`src/sv/tne_pkg.sv`:
```
// ----------------------------------------------------------------------------
// tne_pkg
// Types and constants shared by the tab / no-break-space text expander.
// ----------------------------------------------------------------------------
package tne_pkg;

   localparam int unsigned COL_W     = 16;
   localparam int unsigned CP_W      = 21;
   localparam int unsigned FW_W      = 10;
   localparam int unsigned DELTA_W   = 32;

   localparam logic [CP_W-1:0] CH_SPACE = 21'd32;
   localparam logic [CP_W-1:0] CH_TAB   = 21'd9;
   localparam logic [CP_W-1:0] CH_NBSP  = 21'hA0;

   localparam logic [COL_W-1:0] COUNT_MAX = 16'hFFFF;

   // command queue between front and back
   localparam int unsigned QUEUE_DEPTH = 4;
   localparam int unsigned QPTR_W      = $clog2(QUEUE_DEPTH);
   localparam int unsigned QCNT_W      = $clog2(QUEUE_DEPTH + 1);

   // register indexes on the csr port (word address)
   localparam logic [1:0] REG_EXPAND_TABS = 2'd0;
   localparam logic [1:0] REG_SPACE_WIDTH = 2'd1;
   localparam logic [1:0] REG_NBSP_WIDTH  = 2'd2;
   localparam logic [1:0] REG_TAB_WIDTH   = 2'd3;

   typedef struct packed {
      logic [CP_W-1:0]  code_point;
      logic             first_of_run;
      logic [COL_W-1:0] start_column;
      logic             last_of_run;
   } req_type;

   typedef struct packed {
      logic [CP_W-1:0]           char_out;
      logic [COL_W-1:0]          column;
      logic signed [DELTA_W-1:0] width_delta;
      logic [COL_W-1:0]          out_count;
      logic                      item_done;
      logic                      run_done;
   } rsp_type;

   typedef struct packed {
      logic            expand_tabs;
      logic [FW_W-1:0] space_px;
      logic [FW_W-1:0] nbsp_px;
      logic [FW_W-1:0] tab_px;
   } cfg_type;

   typedef enum logic [2:0] {
      CMD_DROP,
      CMD_PASS,
      CMD_NBSP,
      CMD_TAB_ONE,
      CMD_TAB_EXP
   } cmd_kind_type;

   typedef struct packed {
      cmd_kind_type     kind;
      logic [CP_W-1:0]  code_point;
      logic             first_of_run;
      logic [COL_W-1:0] start_column;
      logic [COL_W-1:0] start_quot;
      logic             last_of_run;
   } cmd_type;

endpackage

```
`src/sv/tne_csr.sv`:
```
// ----------------------------------------------------------------------------
// tne_csr
// APB-style configuration registers: tab mode and font widths.
// ----------------------------------------------------------------------------
module tne_csr (
   input  logic                     clock,
   input  logic                     reset,
   input  logic                     psel,
   input  logic                     penable,
   input  logic                     pwrite,
   input  logic [3:0]               paddr,
   input  logic [31:0]              pwdata,
   output logic [31:0]              prdata,
   output logic                     pready,
   output tne_pkg::cfg_type         cfg
);
   import tne_pkg::*;

   cfg_type    cfg_ff;
   cfg_type    cfg_in;
   logic       wr_en;
   logic [1:0] reg_idx;

   assign pready  = 1'b1;
   assign reg_idx = paddr[3:2];
   assign wr_en   = psel && penable && pwrite;
   assign cfg     = cfg_ff;

   always_comb begin
      cfg_in = cfg_ff;
      if (wr_en) begin
         unique case (reg_idx)
            REG_EXPAND_TABS: cfg_in.expand_tabs = pwdata[0];
            REG_SPACE_WIDTH: cfg_in.space_px    = pwdata[FW_W-1:0];
            REG_NBSP_WIDTH:  cfg_in.nbsp_px     = pwdata[FW_W-1:0];
            REG_TAB_WIDTH:   cfg_in.tab_px      = pwdata[FW_W-1:0];
            default:         cfg_in = cfg_ff;
         endcase
      end
   end

   always_comb begin
      unique case (reg_idx)
         REG_EXPAND_TABS: prdata = {31'd0, cfg_ff.expand_tabs};
         REG_SPACE_WIDTH: prdata = {22'd0, cfg_ff.space_px};
         REG_NBSP_WIDTH:  prdata = {22'd0, cfg_ff.nbsp_px};
         REG_TAB_WIDTH:   prdata = {22'd0, cfg_ff.tab_px};
         default:         prdata = 32'd0;
      endcase
   end

   always_ff @(posedge clock) begin
      if (reset) begin
         cfg_ff.expand_tabs <= 1'b1;
         cfg_ff.space_px    <= '0;
         cfg_ff.nbsp_px     <= '0;
         cfg_ff.tab_px      <= '0;
      end else begin
         cfg_ff <= cfg_in;
      end
   end

endmodule

```
`src/sv/tne_front.sv`:
```
// ----------------------------------------------------------------------------
// tne_front
// Accepts input characters, tracks the end-of-run marker and classifies each
// item into a command for the back end.
// ----------------------------------------------------------------------------
module tne_front #(
   parameter int TAB_STOP = 8
) (
   input  logic              clock,
   input  logic              reset,
   input  logic              push,
   input  tne_pkg::req_type  req_item,
   input  logic              queue_full,
   input  logic              expand_tabs,
   output logic              full,
   output logic              cmd_wr,
   output tne_pkg::cmd_type  cmd
);
   import tne_pkg::*;

   // floor(x * QMUL / 2^16) is the quotient x / TAB_STOP or one less
   localparam int unsigned QMUL = 65536 / TAB_STOP;

   logic        run_stopped_ff;
   logic        run_stopped_in;
   logic        stopped_eff;
   logic [31:0] quot_prod;

   assign full        = queue_full;
   assign cmd_wr      = push && !queue_full;
   assign stopped_eff = req_item.first_of_run ? 1'b0 : run_stopped_ff;
   assign quot_prod   = {16'd0, req_item.start_column} * 32'(QMUL);

   always_comb begin
      cmd.code_point   = req_item.code_point;
      cmd.first_of_run = req_item.first_of_run;
      cmd.start_column = req_item.start_column;
      cmd.start_quot   = quot_prod[31:16];
      cmd.last_of_run  = req_item.last_of_run;
      if (stopped_eff || req_item.code_point == '0) begin
         cmd.kind = CMD_DROP;
      end else if (req_item.code_point == CH_NBSP) begin
         cmd.kind = CMD_NBSP;
      end else if (req_item.code_point == CH_TAB) begin
         cmd.kind = expand_tabs ? CMD_TAB_EXP : CMD_TAB_ONE;
      end else begin
         cmd.kind = CMD_PASS;
      end
   end

   always_comb begin
      run_stopped_in = run_stopped_ff;
      if (cmd_wr) begin
         run_stopped_in = stopped_eff || (req_item.code_point == '0);
      end
   end

   always_ff @(posedge clock) begin
      if (reset) begin
         run_stopped_ff <= 1'b0;
      end else begin
         run_stopped_ff <= run_stopped_in;
      end
   end

endmodule

```
`src/sv/tne_cmd_queue.sv`:
```
// ----------------------------------------------------------------------------
// tne_cmd_queue
// Short command queue that decouples the front end from the back end.
// ----------------------------------------------------------------------------
module tne_cmd_queue (
   input  logic              clock,
   input  logic              reset,
   input  logic              wr_en,
   input  tne_pkg::cmd_type  wr_cmd,
   input  logic              rd_en,
   output logic              full,
   output logic              head_valid,
   output tne_pkg::cmd_type  head
);
   import tne_pkg::*;

   cmd_type             entry_ff [QUEUE_DEPTH];
   logic [QPTR_W-1:0]   wr_ptr_ff;
   logic [QPTR_W-1:0]   wr_ptr_in;
   logic [QPTR_W-1:0]   rd_ptr_ff;
   logic [QPTR_W-1:0]   rd_ptr_in;
   logic [QCNT_W-1:0]   count_ff;
   logic [QCNT_W-1:0]   count_in;
   logic                do_wr;
   logic                do_rd;

   assign full       = (count_ff == QCNT_W'(QUEUE_DEPTH));
   assign head_valid = (count_ff != '0);
   assign head       = entry_ff[rd_ptr_ff];
   assign do_wr      = wr_en && !full;
   assign do_rd      = rd_en && head_valid;

   always_comb begin
      wr_ptr_in = do_wr ? wr_ptr_ff + 1'b1 : wr_ptr_ff;
      rd_ptr_in = do_rd ? rd_ptr_ff + 1'b1 : rd_ptr_ff;
      count_in  = count_ff;
      if (do_wr && !do_rd) begin
         count_in = count_ff + 1'b1;
      end else if (do_rd && !do_wr) begin
         count_in = count_ff - 1'b1;
      end
   end

   always_ff @(posedge clock) begin
      if (do_wr) begin
         entry_ff[wr_ptr_ff] <= wr_cmd;
      end
   end

   always_ff @(posedge clock) begin
      if (reset) begin
         wr_ptr_ff <= '0;
         rd_ptr_ff <= '0;
         count_ff  <= '0;
      end else begin
         wr_ptr_ff <= wr_ptr_in;
         rd_ptr_ff <= rd_ptr_in;
         count_ff  <= count_in;
      end
   end

endmodule

```
`src/sv/tne_back.sv`:
```
// ----------------------------------------------------------------------------
// tne_back
// Executes commands: keeps column, width correction and emitted count, holds
// the result register; expanded tabs go one space per cycle unless stalled.
// ----------------------------------------------------------------------------
module tne_back #(
   parameter int TAB_STOP = 8
) (
   input  logic              clock,
   input  logic              reset,
   input  tne_pkg::cfg_type  cfg,
   input  logic              head_valid,
   input  tne_pkg::cmd_type  head,
   output logic              head_pop,
   input  logic              pop,
   output logic              empty,
   output tne_pkg::rsp_type  rsp_item
);
   import tne_pkg::*;

   localparam int unsigned PHW = $clog2(TAB_STOP);
   localparam logic [PHW-1:0] PH_LAST = PHW'(TAB_STOP - 1);

   logic [COL_W-1:0]          cur_column_ff, cur_column_in;
   logic [PHW-1:0]            phase_ff, phase_in;
   logic signed [DELTA_W-1:0] delta_ff, delta_in;
   logic [COL_W-1:0]          count_ff, count_in;
   logic                      tab_busy_ff, tab_busy_in;
   logic [PHW-1:0]            tab_pos_ff, tab_pos_in;
   logic                      out_valid_ff, out_valid_in;
   rsp_type                   out_ff, out_in;

   logic                      load;
   logic [COL_W:0]            rem_raw;
   logic [COL_W:0]            rem_fix;
   logic [COL_W-1:0]          col_e;
   logic [COL_W-1:0]          col_next;
   logic [PHW-1:0]            phase_e;
   logic signed [DELTA_W-1:0] delta_e;
   logic [COL_W-1:0]          count_e;
   logic [PHW-1:0]            pos;
   logic                      is_drop;
   logic                      out_free;
   logic                      step;
   logic                      item_last;
   logic signed [FW_W:0]      add_val;
   logic signed [DELTA_W:0]   sum;
   logic signed [DELTA_W-1:0] delta_sat;

   assign empty    = !out_valid_ff;
   assign rsp_item = out_ff;

   // start_column mod TAB_STOP from the quotient estimate, one correction
   assign rem_raw = {1'b0, head.start_column} - (COL_W+1)'(head.start_quot * TAB_STOP);
   assign rem_fix = (rem_raw >= (COL_W+1)'(TAB_STOP)) ? rem_raw - (COL_W+1)'(TAB_STOP)
                                                      : rem_raw;

   always_comb begin
      load     = head.first_of_run && !tab_busy_ff;
      col_e    = load ? head.start_column : cur_column_ff;
      phase_e  = load ? PHW'(rem_fix) : phase_ff;
      delta_e  = load ? '0 : delta_ff;
      count_e  = load ? '0 : count_ff;
      pos      = tab_busy_ff ? tab_pos_ff : phase_e;
      is_drop  = (head.kind == CMD_DROP);
      out_free = !out_valid_ff || pop;
      step     = head_valid && (is_drop || out_free);
      col_next = col_e + 1'b1;

      case (head.kind)
         CMD_NBSP:    add_val = $signed({1'b0, cfg.space_px}) -
                                $signed({1'b0, cfg.nbsp_px});
         CMD_TAB_ONE: add_val = $signed({1'b0, cfg.space_px}) -
                                $signed({1'b0, cfg.tab_px});
         CMD_TAB_EXP: add_val = tab_busy_ff ? $signed({1'b0, cfg.space_px})
                                            : $signed({1'b0, cfg.space_px}) -
                                              $signed({1'b0, cfg.tab_px});
         default:     add_val = '0;
      endcase

      sum = $signed({delta_e[DELTA_W-1], delta_e}) +
            $signed({{(DELTA_W-FW_W){add_val[FW_W]}}, add_val});
      if (sum[DELTA_W] != sum[DELTA_W-1]) begin
         delta_sat = sum[DELTA_W] ? $signed({1'b1, {(DELTA_W-1){1'b0}}})
                                  : $signed({1'b0, {(DELTA_W-1){1'b1}}});
      end else begin
         delta_sat = sum[DELTA_W-1:0];
      end

      item_last = (head.kind != CMD_TAB_EXP) || (pos == PH_LAST);
      head_pop  = step && (is_drop || item_last);
   end

   always_comb begin
      cur_column_in = cur_column_ff;
      phase_in      = phase_ff;
      delta_in      = delta_ff;
      count_in      = count_ff;
      tab_busy_in   = tab_busy_ff;
      tab_pos_in    = tab_pos_ff;
      out_in        = out_ff;
      out_valid_in  = out_valid_ff && !pop;
      if (step) begin
         if (is_drop) begin
            // no result, but a first flag still loads the run state
            cur_column_in = col_e;
            phase_in      = phase_e;
            delta_in      = delta_e;
            count_in      = count_e;
         end else begin
            cur_column_in = col_next;
            // column wraps to zero, which is also a stop
            if (col_next == '0 || phase_e == PH_LAST) begin
               phase_in = '0;
            end else begin
               phase_in = phase_e + 1'b1;
            end
            delta_in    = delta_sat;
            count_in    = (count_e == COUNT_MAX) ? count_e : count_e + 1'b1;
            tab_busy_in = !item_last;
            tab_pos_in  = pos + 1'b1;
            out_valid_in        = 1'b1;
            out_in.char_out     = (head.kind == CMD_PASS) ? head.code_point : CH_SPACE;
            out_in.column       = col_next;
            out_in.width_delta  = delta_sat;
            out_in.out_count    = (count_e == COUNT_MAX) ? count_e : count_e + 1'b1;
            out_in.item_done    = item_last;
            out_in.run_done     = item_last && head.last_of_run;
         end
      end
   end

   always_ff @(posedge clock) begin
      out_ff     <= out_in;
      tab_pos_ff <= tab_pos_in;
   end

   always_ff @(posedge clock) begin
      if (reset) begin
         cur_column_ff <= '0;
         phase_ff      <= '0;
         delta_ff      <= '0;
         count_ff      <= '0;
         tab_busy_ff   <= 1'b0;
         out_valid_ff  <= 1'b0;
      end else begin
         cur_column_ff <= cur_column_in;
         phase_ff      <= phase_in;
         delta_ff      <= delta_in;
         count_ff      <= count_in;
         tab_busy_ff   <= tab_busy_in;
         out_valid_ff  <= out_valid_in;
      end
   end

endmodule

```
`src/sv/tab_nbsp_text_expander.sv`:
```
// ----------------------------------------------------------------------------
// tab_nbsp_text_expander
// Expands tabs and no-break spaces of a text run into display characters.
// ----------------------------------------------------------------------------
// Takes one character per cycle on the push/full side into a four-entry
// command queue, and delivers one result per cycle on the pop/empty side.
// An ordinary character, a no-break space or an unexpanded tab gives one
// result; an expanded tab gives TAB_STOP - (column mod TAB_STOP) results,
// one per cycle while results are popped, and the queue keeps taking input
// meanwhile. A dropped item (end marker or anything after it) takes a
// back-end step and gives no result. The result register is refilled in the
// same cycle it is popped.
module tab_nbsp_text_expander #(
   parameter int TAB_STOP = 8
) (
   input  logic              clock,
   input  logic              reset,
   input  logic              push,
   output logic              full,
   input  tne_pkg::req_type  req_item,
   output logic              empty,
   input  logic              pop,
   output tne_pkg::rsp_type  rsp_item,
   input  logic              psel,
   input  logic              penable,
   input  logic              pwrite,
   input  logic [3:0]        paddr,
   input  logic [31:0]       pwdata,
   output logic [31:0]       prdata,
   output logic              pready
);
   import tne_pkg::*;

   cfg_type cfg;
   cmd_type wr_cmd;
   cmd_type head;
   logic    cmd_wr;
   logic    queue_full;
   logic    head_valid;
   logic    head_pop;

   tne_csr u_csr (
      .clock   (clock),
      .reset   (reset),
      .psel    (psel),
      .penable (penable),
      .pwrite  (pwrite),
      .paddr   (paddr),
      .pwdata  (pwdata),
      .prdata  (prdata),
      .pready  (pready),
      .cfg     (cfg)
   );

   tne_front #(.TAB_STOP(TAB_STOP)) u_front (
      .clock       (clock),
      .reset       (reset),
      .push        (push),
      .req_item    (req_item),
      .queue_full  (queue_full),
      .expand_tabs (cfg.expand_tabs),
      .full        (full),
      .cmd_wr      (cmd_wr),
      .cmd         (wr_cmd)
   );

   tne_cmd_queue u_queue (
      .clock      (clock),
      .reset      (reset),
      .wr_en      (cmd_wr),
      .wr_cmd     (wr_cmd),
      .rd_en      (head_pop),
      .full       (queue_full),
      .head_valid (head_valid),
      .head       (head)
   );

   tne_back #(.TAB_STOP(TAB_STOP)) u_back (
      .clock      (clock),
      .reset      (reset),
      .cfg        (cfg),
      .head_valid (head_valid),
      .head       (head),
      .head_pop   (head_pop),
      .pop        (pop),
      .empty      (empty),
      .rsp_item   (rsp_item)
   );

endmodule

```
`config.mk`:
```
export PLATFORM = sky130hd
export DESIGN_NAME = tab_nbsp_text_expander
export DESIGN_NICKNAME = d
export VERILOG_FILES = /design/src/sv/tne_pkg.sv /design/src/sv/tne_csr.sv /design/src/sv/tne_front.sv /design/src/sv/tne_cmd_queue.sv /design/src/sv/tne_back.sv /design/src/sv/tab_nbsp_text_expander.sv
export SDC_FILE = /design/constraint.sdc
export NUM_CORES = 1
export LEC_CHECK = 0
export BUFFER_PORTS_ARGS = -buffer_cell sky130_fd_sc_hd__clkbuf_2
export CAP_MARGIN = 20
export CORE_MARGIN = 2
export CORE_UTILIZATION = 66
export CTS_BUF_LIST = sky130_fd_sc_hd__clkbuf_2
export DETAILED_ROUTE_END_ITERATION = 12
export HOLD_SLACK_MARGIN = 0.12
export PLACE_DENSITY_LB_ADDON = 0.08
export REMOVE_ABC_BUFFERS = 1
export SKIP_LAST_GASP = 1
export SYNTH_ARGS = -nofsm -noshare
export SYNTH_HDL_FRONTEND = slang
export SYNTH_SLANG_ARGS = --single-unit
export TNS_END_PERCENT = 20
```
`constraint.sdc`:
```
create_clock -name clock -period 13.2 [get_ports clock]
set_input_delay 2.64 -clock clock [delete_from_list [all_inputs] [get_ports clock]]
set_output_delay 2.64 -clock clock [all_outputs]
set_load 0.02 [all_outputs]
```
==> flow_summary.toml <==
[hold_path]
hold_start = "u_back.delta_ff[13]$_SDFFE_PP0P_"
holdCritPathClass = "reg2reg"

[setup_path]
crit_path_start_kind = "register"
crit_arrival_ns = 8.45
crit_type = "reg2reg"
path_max_fanout = 42
end_kind = "register"
crit_family = "compound AO/OA/AOI/OAI gates"
worstPathCellList = "buf_4, mux4_2, nor2b_1, nor2b_1, a32o_1, ha_1, a21o_1, a311o_1, a311oi_1, o21ai_0, or3b_2, mux2i_2, buf_4, o21ai_0, a22oi_1, nor2_1"
max_stage_delay_ns = 1.00
critical_path_required_ns = 13.95
path_buf_inv = 2
critPathSlowestCell = "a32o_1"

[clocking]
clk_pin_slew_ns = 0.11
clockBufferDepth = 3
ctsRootBufferMaster = "clkbuf_2"
cts_tree = "built"
clock_sinks = 368
cts_resized = 0
cts_buffers = 90
clk_latency_ns = 0.95
cts_setup_buffers = 0
holdBufCountCts = 0
h-tree-depth = 3

[timing]
finalSetupTns_ns = 0
rsz0062_at_grt = "no"
setup_viol = 0
hold_violations = 0
post-route-period-util_pct = 58.4
period_minus_slack_ns = 7.71
worst_clock_skew_ns = 0.106
fmax_mhz = 130
slew-limit-headroom_pct = 28.1
finalMaxSlewViolations = 0
worst_pin_slew_ns = 1.06

[synthesis]
synth_area_leaders = "edfxtp_1 43%, dfxtp_1 12%, mux4_2 5.3%"
yosys_warnings = 0
yosys.area.top_type = "edfxtp_1"
ys_seq_area_share_pct = 54.7
synth-xor-area-share_pct = 3.37
syn_area_per_cell_um2 = 11.4
async_flop_share_pct = 0
synthDominantCellAreaShare_pct = 42.6
synth-compound-area-share_pct = 13.2
synth.distinct_cells = 76
ys_ff_latch = 368
yosys_most_used_dff = "edfxtp_1"
synth_edf_count = 258
synth_top_family_by_area = "compound AO/OA/AOI/OAI gates"
synthesis.area_mm2 = 0.0182
synthCells = 1593
synthMuxAreaShare_pct = 7.56
synth-simple-area-share_pct = 12.2
synth_adder_area_share_pct = 4.95

[placed_design]
io_buffers = 156
dp.cells = 2023
dp_hpwl_um = 25000
gp_congestion = 0.902

[detailed_routing]
routedWlPerCell_um = 17.7
viasPerCell = 5.91
postRouteAntennaNets = 0
first_pass_iters = 7
totalWireLength_um = 38800
drc = 0
via_count = 12970
drt_iter0_drc = 1044

[global_route]
grt_max_degree = 82
grt_pass1_vias = 12561
antenna_found_initial = 2
grtUsageTotal_pct = 26.9
grt_pass1_wl_um = 61900
overflow = 0

[floorplanning]
die_h_um = 170
start_util_pct = 67.3
rows = 60
coreArea_mm2 = 0.0270
die_w_um = 170
die_area_mm2 = 0.0289
ios = 204

[final_layout]
multi_input_area_mm2 = 0.00764
layout-drive-gt1-share_pct = 21.3
post-route-util_pct = 74.4
n_fill_cell = 1898
fin_cells = 2194
syn_to_final_growth_pct = 10.5
final_nets = 1928
seq_area_mm2 = 0.00995

[outcome]
status = "completed"

[job]
drv_cap = 0

[power]
power.density_mw_per_mm2 = 194
ir_drop_v = 0.000147
leakage_nw = 7.89
power_mw = 3.89
cell type report:
| class | instances | share of cell area, % |
|---|---|---|
| flip-flops and latches | 368 | 49.5 |
| multi-input cells | 1084 | 38.0 |
| repair buffers | 174 | 4.91 |
| clock buffers | 133 | 3.31 |
| well taps | 341 | 2.12 |
| inverters | 60 | 1.13 |
| clock inverters | 32 | 0.996 |
| diodes | 2 | 0.0249 |
worst min-delay path, stage by stage (launching register included):
cell and delay (ns):
dfxtp_1 0.31, nand2_1 0.05, a21oi_1 0.05
report_power, final:
part	total (mW)	leakage, nW	internal [mW]	switching (mW)
logic	1.47	3.89	0.496	0.973
registers	1.66	3.34	1.56	0.0931
clock network	0.766	0.654	0.301	0.465
total	3.89	7.89	2.36	1.53
worst paths after layout:
check | endpoint | slack, ns | depth (start not counted)
worst max register to register | u_back.delta_ff[24]$_SDFFE_PP0P_ | 5.49 | 16
worst max-delay path | u_back.delta_ff[24]$_SDFFE_PP0P_ | 5.49 | 16
worst min-delay path | u_back.delta_ff[13]$_SDFFE_PP0P_ | 0.45 | 2
worst min register to register | u_back.delta_ff[13]$_SDFFE_PP0P_ | 0.45 | 2
cell usage in the layout, fill, tap and decap left out, drive strengths merged, types with 26 or more instances in the layout:
master  synthesis  final
a21oi         125    125
clkinv          0     27
nor2          114    114
nor2b          33     33
inv            60     64
o21ai          82     82
mux2i          35     35
edfxtp        258    258
clkbuf         71    288
dfxtp         110    110
ha             64     64
xor2           35     35
and2           50     50
nand2         142    142
mux4           43     43
nand3          26     26
xnor2          35     35
routing by layer:
layer  share of wire (%)  wire [um]  vias up  global-route usage (%)
li1                    -          -     6277                       -
met1                  43      16800     6152                    36.0
met2                  48      18500      485                    43.9
met3                 7.3       2820       56                    6.37
met4                 1.8        710        0                    8.55
met5                   0          0        -                       0
cell families (layout without fill, tap and decap cells):
group / Yosys count / in the layout
and+or+nand+nor: 460 / 460
AOI/OAI and AO/OA: 378 / 378
DFF: 368 / 368
buffers and inverters: 162 / 399
muxes: 83 / 83
adders and majority gates: 70 / 70
xor gates and xnor gates: 70 / 70
other: 2 / 25
synth_stat cells, types with 43 or more instances:
cell type,count
nand2_1,142
ha_1,64
inv_1,59
clkbuf_1,71
and2_1,50
mux4_2,43
a21oi_1,125
nor2_1,114
edfxtp_1,258
o21ai_0,78
dfxtp_1,110
flip-flops by register name, summed over array words and instances, names as in the netlist, named ones only:
name,flops
u_queue.entry_ff,168
u_back.rsp_item,87
u_back.delta_ff,32
u_csr.cfg,31
u_back.count_ff,16
u_back.cur_column_ff,16
u_back.phase_ff,3
u_back.tab_pos_ff,3
u_queue.count_ff,3
u_queue.rd_ptr_ff,2
u_queue.wr_ptr_ff,2
u_back.out_valid_ff,1
u_back.tab_busy_ff,1
u_front.run_stopped_ff,1
through the flow:
stage	hold WS [ns]	area [um^2]	worst slack (ns)
final	0.448	20100	5.49
after global placement	0.428	19100	5.64
after CTS	0.453	20000	5.62
after detailed placement	0.439	19100	5.64
after floorplan	0.417	17800	5.33
after global routing	0.476	20100	5.10
Note: power is estimated with default switching activity, not from simulation.
